**src/rtl/clns_pkg.sv**
```systemverilog
// Shared types and constants for the character LCD nibble sequencer.
`default_nettype none

package clns_pkg;

	// request codes carried on the input tuser
	localparam logic [2:0] CMD_WR_CHAR  = 3'd0;
	localparam logic [2:0] CMD_WR_INSTR = 3'd1;
	localparam logic [2:0] CMD_INIT     = 3'd2;
	localparam logic [2:0] CMD_CLEAR    = 3'd3;
	localparam logic [2:0] CMD_CURSOR   = 3'd4;

	// display instructions
	localparam logic [7:0] INSTR_FUNC_4BIT  = 8'h28;
	localparam logic [7:0] INSTR_DISP_OFF   = 8'h08;
	localparam logic [7:0] INSTR_CLEAR      = 8'h01;
	localparam logic [7:0] INSTR_DISP_ON    = 8'h0C;
	localparam logic [7:0] INSTR_HOME_ROW0  = 8'h80;
	localparam logic [7:0] INSTR_SLOW_LIMIT = 8'h04;

	// wake-up nibbles
	localparam logic [3:0] NIB_WAKE_8BIT = 4'h3;
	localparam logic [3:0] NIB_SET_4BIT  = 4'h2;

	// waits in microseconds
	localparam logic [14:0] WAIT_NONE     = 15'd0;
	localparam logic [14:0] WAIT_SLOW_US  = 15'd2000;
	localparam logic [14:0] WAIT_PWRUP_US = 15'd20000;
	localparam logic [14:0] WAIT_WAKE1_US = 15'd5000;
	localparam logic [14:0] WAIT_WAKE2_US = 15'd200;

	// event counts per request
	localparam logic [3:0] EV_BYTE  = 4'd2;
	localparam logic [3:0] EV_CLEAR = 4'd4;
	localparam logic [3:0] EV_INIT  = 4'd15;
	localparam logic [3:0] EV_NONE  = 4'd0;
	localparam logic [3:0] INIT_PRELUDE = 4'd5;

	typedef enum logic [0:0] {
		ST_IDLE,
		ST_RUN
	} clns_state_t;

	typedef struct packed {
		logic load;
		logic emit;
	} clns_cmd_t;

	typedef struct packed {
		logic empty;
		logic final_ev;
		logic out_free;
	} clns_status_t;

	// instruction bytes sent after the wake-up prelude
	function automatic logic [7:0] init_byte(input logic [2:0] sel);
		logic [7:0] b;
		unique case (sel)
			3'd0: b = INSTR_FUNC_4BIT;
			3'd1: b = INSTR_DISP_OFF;
			3'd2: b = INSTR_CLEAR;
			3'd3: b = INSTR_DISP_ON;
			3'd4: b = INSTR_HOME_ROW0;
			default: b = INSTR_HOME_ROW0;
		endcase
		return b;
	endfunction

endpackage

`default_nettype wire

```
**src/rtl/char_lcd_nibble_sequencer.sv**
```systemverilog
// Top level: character LCD 4-bit link sequencer, request in, bus events out.
// A taken request is latched; the run state then registers its first event in the output register.
// Throughput: one event per cycle while the output side takes them; the input
//   is held off until the last event of a request is emitted (15 events for initialise).
// Requests that give no events pass through the run state before the next one is accepted.
// Reset (arst_n low, asynchronous): controller idle, event index and output
//   valid cleared; payload registers are not reset.
`default_nettype none

module char_lcd_nibble_sequencer (
	input  wire logic        clk,
	input  wire logic        arst_n,
	// request side
	input  wire logic        s_axis_tvalid,
	output logic             s_axis_tready,
	input  wire logic [15:0] s_axis_tdata,  // byte_value[7:0], row[9:8], column[15:10]
	input  wire logic [2:0]  s_axis_tuser,  // command[2:0]
	// event side
	output logic             m_axis_tvalid,
	input  wire logic        m_axis_tready,
	output logic [23:0]      m_axis_tdata,  // nibble[3:0], strobe_res[4], wait_us[19:5], 0[23:20]
	output logic [0:0]       m_axis_tuser,  // register_select[0]
	output logic             m_axis_tlast   // last event of the request's run
);
	import clns_pkg::*;

	clns_cmd_t    cmd;
	clns_status_t status;

	// controller: takes one request, then paces events into the output register
	clns_ctrl u_ctrl (
		.clk      (clk),
		.arst_n   (arst_n),
		.in_valid (s_axis_tvalid),
		.in_ready (s_axis_tready),
		.status   (status),
		.cmd      (cmd)
	);

	// datapath: holds the request, walks the event index, decodes each event
	clns_dp u_dp (
		.clk        (clk),
		.arst_n     (arst_n),
		.cmd        (cmd),
		.status     (status),
		.in_command (s_axis_tuser),
		.in_data    (s_axis_tdata),
		.out_valid  (m_axis_tvalid),
		.out_ready  (m_axis_tready),
		.out_data   (m_axis_tdata),
		.out_rs     (m_axis_tuser[0]),
		.out_last   (m_axis_tlast)
	);

endmodule

`default_nettype wire

```
**src/rtl/clns_dp.sv**
```systemverilog
// Datapath: request latch, event index, event decode and output register.
`default_nettype none

module clns_dp (
	input  wire logic                  clk,
	input  wire logic                  arst_n,
	input  wire clns_pkg::clns_cmd_t   cmd,
	output clns_pkg::clns_status_t     status,
	input  wire logic [2:0]            in_command,
	input  wire logic [15:0]           in_data,
	output logic                       out_valid,
	input  wire logic                  out_ready,
	output logic [23:0]                out_data,
	output logic                       out_rs,
	output logic                       out_last
);
	import clns_pkg::*;

	logic [2:0]  cmd_q;
	logic [7:0]  bv_q;
	logic [1:0]  row_q;
	logic [5:0]  col_q;
	logic [3:0]  idx_q;

	logic        valid_q;
	logic        rs_q;
	logic [3:0]  nib_q;
	logic        strobe_q;
	logic [14:0] wait_q;
	logic        last_q;

	logic [3:0]  count;
	logic [3:0]  init_off;
	logic [7:0]  sel_byte;
	logic        low_half;
	logic        prelude;
	logic        ev_rs;
	logic [3:0]  ev_nib;
	logic        ev_strobe;
	logic [14:0] ev_wait;

	always_ff @(posedge clk) begin
		if (cmd.load) begin
			cmd_q <= in_command;
			bv_q  <= in_data[7:0];
			row_q <= in_data[9:8];
			col_q <= in_data[15:10];
		end
	end

	always_ff @(posedge clk or negedge arst_n) begin
		if (!arst_n) begin
			idx_q <= '0;
		end else if (cmd.load) begin
			idx_q <= '0;
		end else if (cmd.emit) begin
			idx_q <= idx_q + 4'd1;
		end
	end

	// events in this request
	always_comb begin
		unique case (cmd_q)
			CMD_WR_CHAR, CMD_WR_INSTR: count = EV_BYTE;
			CMD_INIT:                  count = EV_INIT;
			CMD_CLEAR:                 count = EV_CLEAR;
			CMD_CURSOR:                count = (!row_q[1] && col_q[5:4] == 2'b00) ?
			                                   EV_BYTE : EV_NONE;
			default:                   count = EV_NONE;
		endcase
	end

	// event decode for the current index
	always_comb begin
		init_off = idx_q - INIT_PRELUDE;
		prelude  = (cmd_q == CMD_INIT) && (idx_q < INIT_PRELUDE);
		low_half = idx_q[0];
		ev_rs    = (cmd_q == CMD_WR_CHAR);
		unique case (cmd_q)
			CMD_CURSOR: sel_byte = {1'b1, row_q[0], col_q};
			CMD_CLEAR:  sel_byte = idx_q[1] ? INSTR_HOME_ROW0 : INSTR_CLEAR;
			CMD_INIT: begin
				sel_byte = init_byte(init_off[3:1]);
				low_half = init_off[0];
			end
			default:    sel_byte = bv_q;
		endcase

		ev_nib    = low_half ? sel_byte[3:0] : sel_byte[7:4];
		ev_strobe = 1'b1;
		ev_wait   = (low_half && !ev_rs && sel_byte < INSTR_SLOW_LIMIT) ?
		            WAIT_SLOW_US : WAIT_NONE;

		if (prelude) begin
			unique case (idx_q[2:0])
				3'd0: begin
					ev_nib    = 4'h0;
					ev_strobe = 1'b0;
					ev_wait   = WAIT_PWRUP_US;
				end
				3'd1: begin
					ev_nib  = NIB_WAKE_8BIT;
					ev_wait = WAIT_WAKE1_US;
				end
				3'd2: begin
					ev_nib  = NIB_WAKE_8BIT;
					ev_wait = WAIT_WAKE2_US;
				end
				3'd3: begin
					ev_nib  = NIB_WAKE_8BIT;
					ev_wait = WAIT_NONE;
				end
				default: begin
					ev_nib  = NIB_SET_4BIT;
					ev_wait = WAIT_NONE;
				end
			endcase
		end
	end

	always_ff @(posedge clk or negedge arst_n) begin
		if (!arst_n) begin
			valid_q <= 1'b0;
		end else if (cmd.emit) begin
			valid_q <= 1'b1;
		end else if (out_ready) begin
			valid_q <= 1'b0;
		end
	end

	always_ff @(posedge clk) begin
		if (cmd.emit) begin
			rs_q     <= ev_rs;
			nib_q    <= ev_nib;
			strobe_q <= ev_strobe;
			wait_q   <= ev_wait;
			last_q   <= status.final_ev;
		end
	end

	always_comb begin
		status.empty    = (count == EV_NONE);
		status.final_ev = (idx_q == count - 4'd1);
		status.out_free = !valid_q || out_ready;
	end

	assign out_valid = valid_q;
	assign out_rs    = rs_q;
	assign out_last  = last_q;
	assign out_data  = {4'h0, wait_q, strobe_q, nib_q};

`ifndef ASSERT_OFF
	// the longest run has fifteen events, so index 15 is only reached after the last one
	a_idx_range: assert property (@(posedge clk) disable iff (!arst_n)
		cmd.emit |-> idx_q != 4'd15)
		else $error("event index out of range");
	a_out_hold: assert property (@(posedge clk) disable iff (!arst_n)
		(out_valid && !out_ready) |=> (out_valid && $stable(out_data) &&
			$stable(out_rs) && $stable(out_last)))
		else $error("stalled event changed");
	a_emit_nonempty: assert property (@(posedge clk) disable iff (!arst_n)
		cmd.emit |-> !status.empty)
		else $error("event emitted for a request with no events");
`endif

endmodule

`default_nettype wire

```
**src/rtl/clns_ctrl.sv**
```systemverilog
// Controller: request intake and event pacing state machine.
`default_nettype none

module clns_ctrl (
	input  wire logic                  clk,
	input  wire logic                  arst_n,
	input  wire logic                  in_valid,
	output logic                       in_ready,
	input  wire clns_pkg::clns_status_t status,
	output clns_pkg::clns_cmd_t        cmd
);
	import clns_pkg::*;

	clns_state_t state_q, state_d;

	always_ff @(posedge clk or negedge arst_n) begin
		if (!arst_n) begin
			state_q <= ST_IDLE;
		end else begin
			state_q <= state_d;
		end
	end

	always_comb begin
		state_d  = state_q;
		in_ready = 1'b0;
		cmd      = '0;
		unique case (state_q)
			ST_IDLE: begin
				in_ready = 1'b1;
				if (in_valid) begin
					cmd.load = 1'b1;
					state_d  = ST_RUN;
				end
			end
			ST_RUN: begin
				if (status.empty) begin
					state_d = ST_IDLE;
				end else if (status.out_free) begin
					cmd.emit = 1'b1;
					if (status.final_ev) begin
						state_d = ST_IDLE;
					end
				end
			end
			default: state_d = ST_IDLE;
		endcase
	end

`ifndef ASSERT_OFF
	a_emit_free: assert property (@(posedge clk) disable iff (!arst_n)
		cmd.emit |-> status.out_free)
		else $error("event emitted into a full output register");
	a_final_idle: assert property (@(posedge clk) disable iff (!arst_n)
		(cmd.emit && status.final_ev) |=> state_q == ST_IDLE)
		else $error("controller did not return idle after final event");
	a_load_run: assert property (@(posedge clk) disable iff (!arst_n)
		cmd.load |=> (state_q == ST_RUN && !cmd.load))
		else $error("request load did not start a run");
`endif

endmodule

`default_nettype wire

```
**config.mk**
```make
export PLATFORM = sky130hd
export DESIGN_NAME = char_lcd_nibble_sequencer
export DESIGN_NICKNAME = d
export VERILOG_FILES = /design/src/rtl/clns_pkg.sv /design/src/rtl/char_lcd_nibble_sequencer.sv /design/src/rtl/clns_dp.sv /design/src/rtl/clns_ctrl.sv
export SDC_FILE = /design/constraint.sdc
export NUM_CORES = 1
export LEC_CHECK = 0
export BUFFER_PORTS_ARGS = -buffer_cell sky130_fd_sc_hd__buf_2
export CAP_MARGIN = 20
export CORE_MARGIN = 4
export CORE_UTILIZATION = 50
export DETAILED_ROUTE_END_ITERATION = 12
export GPL_TIMING_DRIVEN = 0
export PLACE_DENSITY = 0.75
export SLEW_MARGIN = 40
export SYNTH_ARGS = -nofsm -noshare
export SYNTH_HDL_FRONTEND = slang
export SYNTH_SLANG_ARGS = --single-unit
```
**constraint.sdc**
```tcl
create_clock -name clk -period 2.8 [get_ports clk]
set_input_delay 0.56 -clock clk [delete_from_list [all_inputs] [get_ports clk]]
set_output_delay 0.56 -clock clk [all_outputs]
set_load 0.1 [all_outputs]
```
* Yosys cells after proc, flatten, opt, wreduce, memory -nomap -nowiden *
Index checks and enable logic that the tools add are counted.

word-level totals
  word-level logic and storage cells = 73
  input port bits = 23
  bits in registers = 47

cells by class
  multiplexer cells = 27
  reduce and logical (&&, ||, !) cells = 17
  add/subtract/negate cells = 3
  $lt $le $gt $ge = 2
  eq/ne operators = 11
  bitwise operators = 1

operators with widths
  operator             count
  $pmux 15 s3          1
  $pmux 8 s4           1
  $pmux 8 s3           1
  $eq 3x2->1 const B   6
  $mux 4               4
  $pmux 4 s4           1
  $mux 15              1
  $mux 1               13
  $mux 11              1
  $eq 3x1->1 const B   3
  $logic_not 3->1      3
  $lt 8x3->1 const B   1
  $mux 8               1
  $add 4x1->4 const B  1
  $eq 4x4->1           1
  $logic_and 1x1->1    4
  $logic_not 4->1      1
  $lt 4x3->1 const B   1
  $pmux 2 s2           1
  $reduce_bool 2->1    2
  $sub 4x1->4 const B  1
  $sub 4x3->4 const B  1
  $eq 3x3->1 const B   1
  $logic_not 1->1      3
  7 further kinds      7

* Logic depth before layout (Yosys ltp) *
Gate-level depths: netlist of the first run.

  depth after elaboration = 10
  gate-level depth with buffers = 9
  mapped depth without buffers = 7

* Modules after synthesis *
Synthesis of the first run repeated with hierarchy kept, for this count alone.

unflattened totals
  cells, all modules = 193
  area, all modules = 2229.6 um^2

by module, submodules not included
  module     times used  cells an instance  area each (um^2)  seq. area each (um^2)
  clns_dp    1           186                2168.3            1176.1
  clns_ctrl  1           7                  61.3              25.0

* Worst setup path after synthesis of the first run *
No wires, ideal clock.

  path kind = register to register
  from = register u_dp.cmd_q[1]
  to = register u_dp.nib_q[0], enable pin
  cell stages (with the launch flop) = 9
  slack = 0.364 ns
  period minus slack after synthesis = 2.436 ns
  data arrival time = 2.072 ns
  cells stage by stage = edfxtp_1 > buf_4 > buf_2 > o41ai_1 > a21oi_1 > ha_1 > a21oi_1 > nand2_1 > inv_1

RTL lines
  what                      RTL line        RTL
  start: declaration        clns_dp.sv:19   logic [2:0] cmd_q;
  start signal: assignment  clns_dp.sv:44   cmd_q <= in_command;
  end signal: assignment    clns_dp.sv:134  nib_q <= ev_nib;
  end: declaration          clns_dp.sv:27   logic [3:0] nib_q;

==> out/results.txt, run 1 <==
The run finished with clean final reports. The overall die width was 75.6 um; the antenna diode instance count was 0. The number of unique standard cell types used by synthesis is 55. The peak supply drop was 0.000662 V; the die area was 0.00571 sq mm. The root buffer cell chosen for the clock tree is sky130_fd_sc_hd__clkbuf_8. For this block, the routed nets add up to 4370 um of wire.

The first global-routing pass estimated 6950 um of wire. Measured along the y axis, the die boundary spans 75.6 um. The routed design could run at a clock period as short as 2.55 ns. The logs give 1468 for the via count of the first global-routing pass and 0 for the Yosys warning count. The critical path goes through buf_4, buf_2, o41ai_1, a21oi_1, ha_1, a21oi_1, nand2_2, clkinvlp_4, buf_12.

The number of CTS-inserted buffers is 5. The maximum clock rate was 392 MHz; the routability congestion estimate from global placement was 0.907. Power spread over the standard cell area amounts to 1130 mW/mm^2.

The logs give 16.4% for the total routing usage reported by global routing and 51 for the number of top-level design ports. The highest fanout seen on the critical path came out at 16. The share of total power dissipated in the clock network is 15.2%. The worst setup path is launched from a flip-flop. The synthesized netlist occupies a cell area of 0.00228 sq mm. The clock tree buffer depth was 2; the share of final-layout standard cells stronger than drive strength 1 was 32.1%. After detailed routing, the average wire length per cell comes to 13.9 um.

Counting flops with an async set or reset pin after synthesis yields a share of 14.6%. The logs give 41 for the number of sinks on the clock net and 0 for the number of hold-slack violations in the final timing report. The tools report the worst setup skew after layout as 0.00818 ns. CTS built an H-tree with a depth of 2. For this run, design rule violations remaining after detail routing come to 0.

After clock tree synthesis, the clock-pin slew on the worst setup and hold paths is 0.08 ns. Summed over all layers, the global routing overflow is 0. The multi-input combinational cells in the finished layout cover a total of 910 sq um. The number of synthesized register bits was 41. After detailed routing, the number of vias per cell comes to 5.24. After clock tree synthesis, the flow added hold-fix buffers numbering 0.

For the worst setup path, the data required time is 2.81 ns. Clock latency on the worst-skew pair, taken at its later pin, is 0.29 ns. The tools report the sequential share of the synthesized area as 52.6%. At the end of the flow the core is filled with cells to 62.1%. Dividing the synthesized area by the synthesized cell count gives 11.2 sq um.

The tools report the total number of vias as 1645. The internal power component is 1.52 mW, and the final HPWL from detailed placement is 3330 um. TritonCTS built the clock tree.

Fill cells in the final layout number 377. Predominant post-synthesis flop cell: sky130_fd_sc_hd__edfxtp_1. The number of antenna violations at the first check in global routing came out at 0.

The pin count of the biggest net entering global routing came out at 21. Setup violations remaining at the end of the flow were counted as 0. Worst setup margin: 0.250 ns. The slew at the pin closest to its max-slew limit is 0.697 ns. The run gives 0.00120 sq mm as the footprint of the flip-flops and latches. For the combinational power share, the log shows 53.9%.

In this run switching power makes up 50.4% of total power. The finished cells cover 0.00272 sq mm. The run gives 0 as the number of max-cap violations. The number of enable-type register cells in the synthesized netlist was 35.

At the worst endpoint, the arrival time is 2.56 ns. Measured against its own limit, the worst slew margin works out to 53.5%. The run gives 24 as the number of cell rows. The core region area is 0.00438 sq mm.

Setup repair after global routing left no endpoint under its margin. The cell repeated most along the worst path was sky130_fd_sc_hd__a21oi_1. The cell with the largest stage delay on the worst path was sky130_fd_sc_hd__edfxtp_1. The first detailed-routing pass took 4 iterations. In this run, the number of DRC markers left after iteration 0 of detailed routing was 84. Path type of the worst setup path: reg -> reg. The final clock period utilization by the worst path was 91.1%.

The static leakage is 1.14 nW. Sequential cells account for 30.9% of the total power. Switching power of the nets: 1.54 mW. The max-slew violation count came out at 0. After detailed placement, the total cell area comes to 0.00259 sq mm.

Buffers placed on the I/O ports in this run total 42. The net count of the finished layout is 291. The path class of the lowest-slack min-delay path is in -> async.

The worst setup path is captured at a flip-flop. The post-synthesis cell count is 204, and the area growth from synthesis to final layout is 19.2%. The overall power is 3.07 mW. For this run, the slowest stage of the critical path takes 0.43 ns.

Initial core utilization: 52.1%. Prior to clock tree synthesis, the placed netlist has a worst setup slack of -0.0612 ns. The run gives 0 as the number of antenna-violating nets in the routed design.
## worst max-delay path: cells and delay by family, from the launching register on
family / cells / cell delay [ns]
simple gates: 1 / 0.18
fa+ha+maj: 1 / 0.22
buf+inv: 4 / 0.65
compound gates: 3 / 0.78
flops: 1 / 0.43
## synth_stat cells, drive strengths merged, types with 2 or more instances
library cell,n,area (sq um)
dfrtp,6,150
o2111ai,2,17.5
a21oi,8,43.8
nor3b,4,41.3
a211o,2,17.5
o21bai,2,15.0
o22ai,2,12.5
nand3,7,35.0
inv,15,56.3
xnor2,3,26.3
buf,18,139
a31oi,5,31.3
nor2,13,51.3
o21ai,17,88.8
edfxtp,35,1050
nor2b,5,31.3
nand2b,5,31.3
or3,2,17.5
and4bb,2,25.0
nand2,8,30.0
xor2,5,43.8
clkbuf,2,7.51
nor3,8,50.1
ha,7,87.6
## per-stage QoR
stage	hold WS (ns)	TNS, ns	std cells
after detailed placement	0.393	-0.965	305
after floorplan	0.264	0	211
final	0.0729	0	314
after global routing	0.0758	0	314
after CTS	0.0759	0	313
after global placement	0.391	0	305
## path summary, 6_finish.rpt
check | start | end | slack (ns) | cells after the start
setup / recovery | u_dp.cmd_q[1] | u_dp.nib_q[0] | 0.25 | 9
max in group asynchronous | arst_n | u_dp.out_valid | 2.59 | 1
setup reg to reg | u_dp.cmd_q[1] | u_dp.nib_q[0] | 0.25 | 9
hold / removal | arst_n | u_dp.idx_q[2] | 0.07 | 1
hold reg to reg | u_dp.out_valid | u_dp.out_valid | 0.57 | 2
min in group clk | s_axis_tdata[1] | u_dp.bv_q[1] | 0.43 | 1
## layout make-up
type	count	area share, %
plain buffers	20	5.38
clock buffers	5	2.53
clock inverters	3	1.52
inverters	15	2.21
multi-input cells	135	33.4
flip-flops and latches	41	44.1
well taps	52	2.39
repair buffers	43	8.46
## power groups by stage
stage / clock network, mW / registers, mW / logic [mW]
after floorplan: 0 / 1.51 / 0.800
after global placement: 0 / 0.956 / 1.59
after detailed placement: 0 / 0.964 / 1.61
after CTS: 0.477 / 0.950 / 1.62
after global routing: 0.511 / 0.965 / 1.77
final: 0.468 / 0.948 / 1.65
## layout by cell type (no fill, tap or decap), drive strengths merged, types with 2 or more instances in the layout
cell,instances
and4bb,2
ha,7
o2111ai,2
nor3b,4
o21bai,2
o21ai,17
or3,2
xnor2,3
dfrtp,6
inv,14
nor2,13
nor3,8
edfxtp,35
buf,61
nor2b,5
clkbuf,7
conb,8
clkinvlp,2
xor2,5
nand2,8
a211o,2
o22ai,2
nand2b,5
a31oi,5
nand3,7
a21oi,8
## routing by layer
metal	track usage, %	part of all wire, %	vias up	routed length, um
met3	4.09	6.3	8	277
met2	26.3	45	49	1980
met5	0	0	-	0
met1	22.1	47	745	2060
met4	5.24	1.4	0	61
li1	-	-	843	-
## logic make-up (layout without fill, tap and decap cells)
family | after synthesis | in the layout | share of synthesized area [%]
multiplexers | 1 | 1 | 0.438
other | 1 | 8 | 0.164
AO/OA/AOI/OAI | 51 | 51 | 15.1
flip-flops | 41 | 41 | 52.6
adder cells (fa/ha/maj) | 7 | 7 | 3.83
AND/OR/NAND/NOR | 60 | 60 | 15.9
XOR/XNOR | 8 | 8 | 3.07
buffers and inverters | 35 | 86 | 8.87
## timing repair
item	in CTS	in global routing
buffers inserted	0	1
gates resized for setup	1	1
setup endpoints to repair	16	16
## state kept, by name (all words and copies together) (netlist names), 2 cells and up
register	flops
u_dp.col_q	6
u_dp.nib_q	4
u_dp.row_q	2
u_dp.wait_q	9
u_dp.cmd_q	3
u_dp.bv_q	8
u_dp.idx_q	4
(Power assumes the default switching activity.)
==> run 2: changes to the inputs <==
SYNTH_HIERARCHICAL = 1   (was not set)
==> run 2 against run 1 <==
- clock power is 2% lower
- die area is 2.2% lower
- power is 2.7% lower
- sequential share of layout area is 1.3 points higher
- non-clock buffer count is 1 lower
- cell count is 4.1% lower
- fmax is 7.8% higher
- sequential cell count stayed put
- final area is 2.8% lower
- worst setup slack better by 0.18 ns
- routed wire length is 11% lower
- critical endpoint is now u_ctrl/state_q
==> out/results.txt, run 2 <==
The run finished with clean final reports. Pin count of the biggest net entering global routing: 25 (+19%). In the layout the commonest cells are 48 x sky130_fd_sc_hd__buf_2, 35 x sky130_fd_sc_hd__edfxtp_1, 14 x sky130_fd_sc_hd__nand2_1.

The tools report the number of antenna violations at the first check in global routing as 0 (unchanged). The critical path is of the reg -> reg type. The final cell utilization of the core is 61.2% (-0.90 points), and the Yosys warning count is 6 (+6).

The number of gates given a new drive strength after cts came out at 0 (-1). The signal on the critical path passes through buf_2, or3b_1, buf_6, ha_1, xnor2_1, nor4_1, nand2_1, a31o_1. The average vias per placed instance came out at 5.17 (-1.4%). Number of flip-flops in the largest register: 9 (unchanged). The final wirelength is 3900 um (-11%). The final clock period utilization by the worst path was 84.5% (-6.6 points). The peak per-stage delay on the critical path came out at 0.44 ns (about the same). Sorting the synthesized cells by how often they occur yields 35 x sky130_fd_sc_hd__edfxtp_1, 14 x sky130_fd_sc_hd__nand2_1, 12 x sky130_fd_sc_hd__inv_1, 12 x sky130_fd_sc_hd__nor2_1, 11 x sky130_fd_sc_hd__buf_4.

The tools report the worst-case headroom to the max-slew limit as 59.1% (+5.6 points). The worst hold path belongs to the class in -> async. The global-route wire length before repair was 6270 um (-9.8%); the total buffers and inverters traversed by the critical path was 2 (-2). The switching part of the total is 49.5% (-0.89 points). For this design, the slowest cell found on the critical path is sky130_fd_sc_hd__or3b_1. The die area came out at 0.00559 sq mm (-2.2%).

The logs give 0 (unchanged) for the number of antenna-violating nets in the routed design and 31.5% (+0.6 points) for the sequential power share. The multi-input combinational cell area is 883 sq um (-2.9%), and the final critical path time including I/O delays and setup is 2.37 ns (-0.184 ns). The tools report the length of the first detailed-routing pass in iterations as 4 (unchanged). The detailed-routing wirelength on met1 is 1740 um (-16%), and the via count of the first global-routing pass is 1357 (-7.6%). The share of final-layout standard cells stronger than drive strength 1 came out at 29.3% (-2.7 points). The run gives 1860 um (-5.7%) as the met2 wire length. The non-filler instance count after layout came out at 301 (-4.1%).

The summed instance area of the synthesized netlist is 0.00223 sq mm (-2.4%), and the initial core utilization is 51.6% (-0.55 points). The number of sinks on the clock net is 41 (unchanged). The die height was 74.8 um (-1.1%). Setup repair after global routing left no endpoint under its margin.

The internal power component was 1.51 mW (-0.91%). The switching power of the nets is 1.48 mW (-4.4%), and the number of cell rows is 24 (unchanged). The register with the most flip-flops in the final layout is u_dp/wait_q. Predominant post-synthesis flop cell: sky130_fd_sc_hd__edfxtp_1. Worst setup skew after layout: 0.00946 ns (+0.00128 ns).

For the total routing usage reported by global routing, the log shows 14.9% (-1.6 points). The tools report the total number of vias as 1555 (-5.5%). The core region area is 0.00432 sq mm (-1.4%), and the cts-stage hold buffer count is 0 (unchanged).

The cell type contributing the most total cell area after synthesis was sky130_fd_sc_hd__edfxtp_1. The number of setup violations in the final report came out at 0 (unchanged). The worst setup path is launched from a flip-flop. The number of synthesized register bits came out at 41 (unchanged). The logs give 0 (unchanged) for the number of hold-slack violations in the final timing report and 242 um (-13%) for the met3 wire length.

The overall power was 2.99 mW (-2.7%); the sequential share of the synthesized area was 53.9% (+1.3 points). For the number of CTS-inserted buffers, the log shows 5 (unchanged). STA classifies the critical path endpoint as a flip-flop. The number of nets in the layout is 279 (-4.1%).

The routability congestion estimate from global placement was 0.839 (-7.5%). Critical path's top delay family: simple AND/OR/NAND/NOR gates. By area the synthesized netlist is led by sky130_fd_sc_hd__edfxtp_1 47%, sky130_fd_sc_hd__dfrtp_1 6.7%, sky130_fd_sc_hd__ha_1 4.5%.

The final-layout fill cell count was 385 (+2.1%). The slew at the pin closest to its max-slew limit came out at 0.612 ns (-0.0843 ns). The clock tree buffer depth was 2 (unchanged). The footprint of the flip-flops and latches is 0.00120 sq mm (unchanged), and the highest fanout seen on the critical path is 11 (-5). The tools report the DRC violation count after routing as 0 (unchanged). The number of top-level design ports is 51 (unchanged). TritonCTS built the clock tree. Total power density per cell area: 1130 mW/mm^2 (+0.15%).

The tools report the critical path data arrival time as 2.56 ns (about the same). The peak supply drop is 0.000403 V (-39%), and the average cell area after synthesis is 11.6 sq um (+3.2%). The run gives 0 (unchanged) as the number of max-cap violations. The largest registers in the layout are u_dp/wait_q x9, u_dp/bv_q x8, u_dp/col_q x6. The highest routed metal layer is met4. The overall die width is 74.8 um (-1.1%), and the number of instances in the placed design is 294 (-3.6%).

The buffers inserted during post-CTS setup optimization was 0 (unchanged); the area growth from synthesis to final layout was 18.7%. The final HPWL from detailed placement came out at 2990 um (-10%). The combinational power share came out at 53.1% (-0.8 points).

Number of enable-type register cells in the synthesized netlist: 35 (unchanged). The antenna diode instance count was 0 (unchanged); the static leakage was 1.14 nW (+0.27%). The tools report the maximum clock rate as 423 MHz (+7.8%).

The max-slew violation count was 0 (unchanged). The clock network fraction of total power was 15.3% (about the same). The tools report the number of unique standard cell types used by synthesis as 52 (-5.5%).

The clock-pin slew on the worst setup and hold paths works out to 0.08 ns (about the same). The async set or reset register ratio after synthesis was 14.6% (unchanged); the final global-route overflow total was 0 (unchanged). Most common cell after layout, fill and taps aside: sky130_fd_sc_hd__buf_2.

The fraction of post-synthesis cell area in the top cell type by area is 47.1% (+1.1 points). The run gives 0.29 ns (about the same) as the clock latency on the worst-skew pair. The most common cell in the synthesized netlist is sky130_fd_sc_hd__edfxtp_1. The post-synthesis cell count came out at 193 (-5.4%). The logs give 2 (unchanged) for the H-tree level count and 0.0732 ns (+0.000284 ns) for the worst hold margin. The final-layout setup total negative slack came out at 0 ns (unchanged). The count of buffers inserted at the top-level ports was 42 (unchanged). The critical path required time is 2.99 ns (+0.18 ns), and the routed wirelength normalized by instance count is 13.0 um (-6.9%). The tree is rooted in a sky130_fd_sc_hd__clkbuf_8. The number of design-rule violations left by the first detailed-router iteration was 129 (+54%).
run 2: cells by family after synthesis:
family / count (synthesis) / share of synthesized area, %
other: 1 / 0.168
adder cells (fa/ha/maj): 8 / 4.49
buffers and inverters: 33 / 8.08
flip-flops: 41 / 53.9
AO/OA/AOI/OAI: 40 / 13.7
AND/OR/NAND/NOR: 59 / 15.3
multiplexers: 1 / 0.449
XOR/XNOR: 10 / 3.93
run 2: routing by layer:
metal	vias up	GRT usage [%]
li1	791	-
met1	718	20.0
met2	40	23.5
met3	6	3.74
met4	0	5.34
met5	-	0
run 2: worst paths after layout:
path | startpoint | end | slack, ns | depth (start not counted)
max in group asynchronous | arst_n | u_dp/out_valid | 2.58 | 1
hold / removal | arst_n | u_ctrl/state_q | 0.07 | 1
min in group clk | s_axis_tdata[10] | u_dp/col_q[0] | 0.44 | 1
hold reg to reg | u_dp/out_valid | u_dp/out_valid | 0.56 | 2
setup reg to reg | u_dp/cmd_q[2] | u_ctrl/state_q | 0.43 | 8
setup / recovery | u_dp/cmd_q[2] | u_ctrl/state_q | 0.43 | 8
run 2: layout make-up:
cell class	count	area share, %
clock buffers	5	2.60
flip-flops and latches	41	45.4
multi-input cells	126	33.4
clock inverters	3	1.56
plain buffers	20	4.96
well taps	52	2.46
inverters	12	1.70
repair buffers	42	7.94
run 2: metrics by stage:
step	worst slack, ns	cell area [sq um]
global route	0.230	2650
global placement	0.0945	2530
CTS	0.0809	2650
detailed placement	0.0813	2540
floorplan	0.282	2260
finish	0.434	2650
run 2: power by group through the flow:
stage                     Sequential [mW]  Combinational (mW)  Clock [mW]
final                               0.941                1.59       0.458
after global routing                0.955                1.69       0.507
after CTS                           0.943                1.59       0.470
after detailed placement            0.956                1.59           0
after global placement              0.949                1.56           0
after floorplan                      1.48               0.807           0
run 2: worst reg2reg max path: cells and delay by family (launching register included):
kind,cells,cell delay [ns]
flip-flops,1,0.35
AO/OA/AOI/OAI,1,0.22
XOR/XNOR,1,0.13
buffers and inverters,2,0.35
AND/OR/NAND/NOR,3,0.92
adder cells (fa/ha/maj),1,0.31
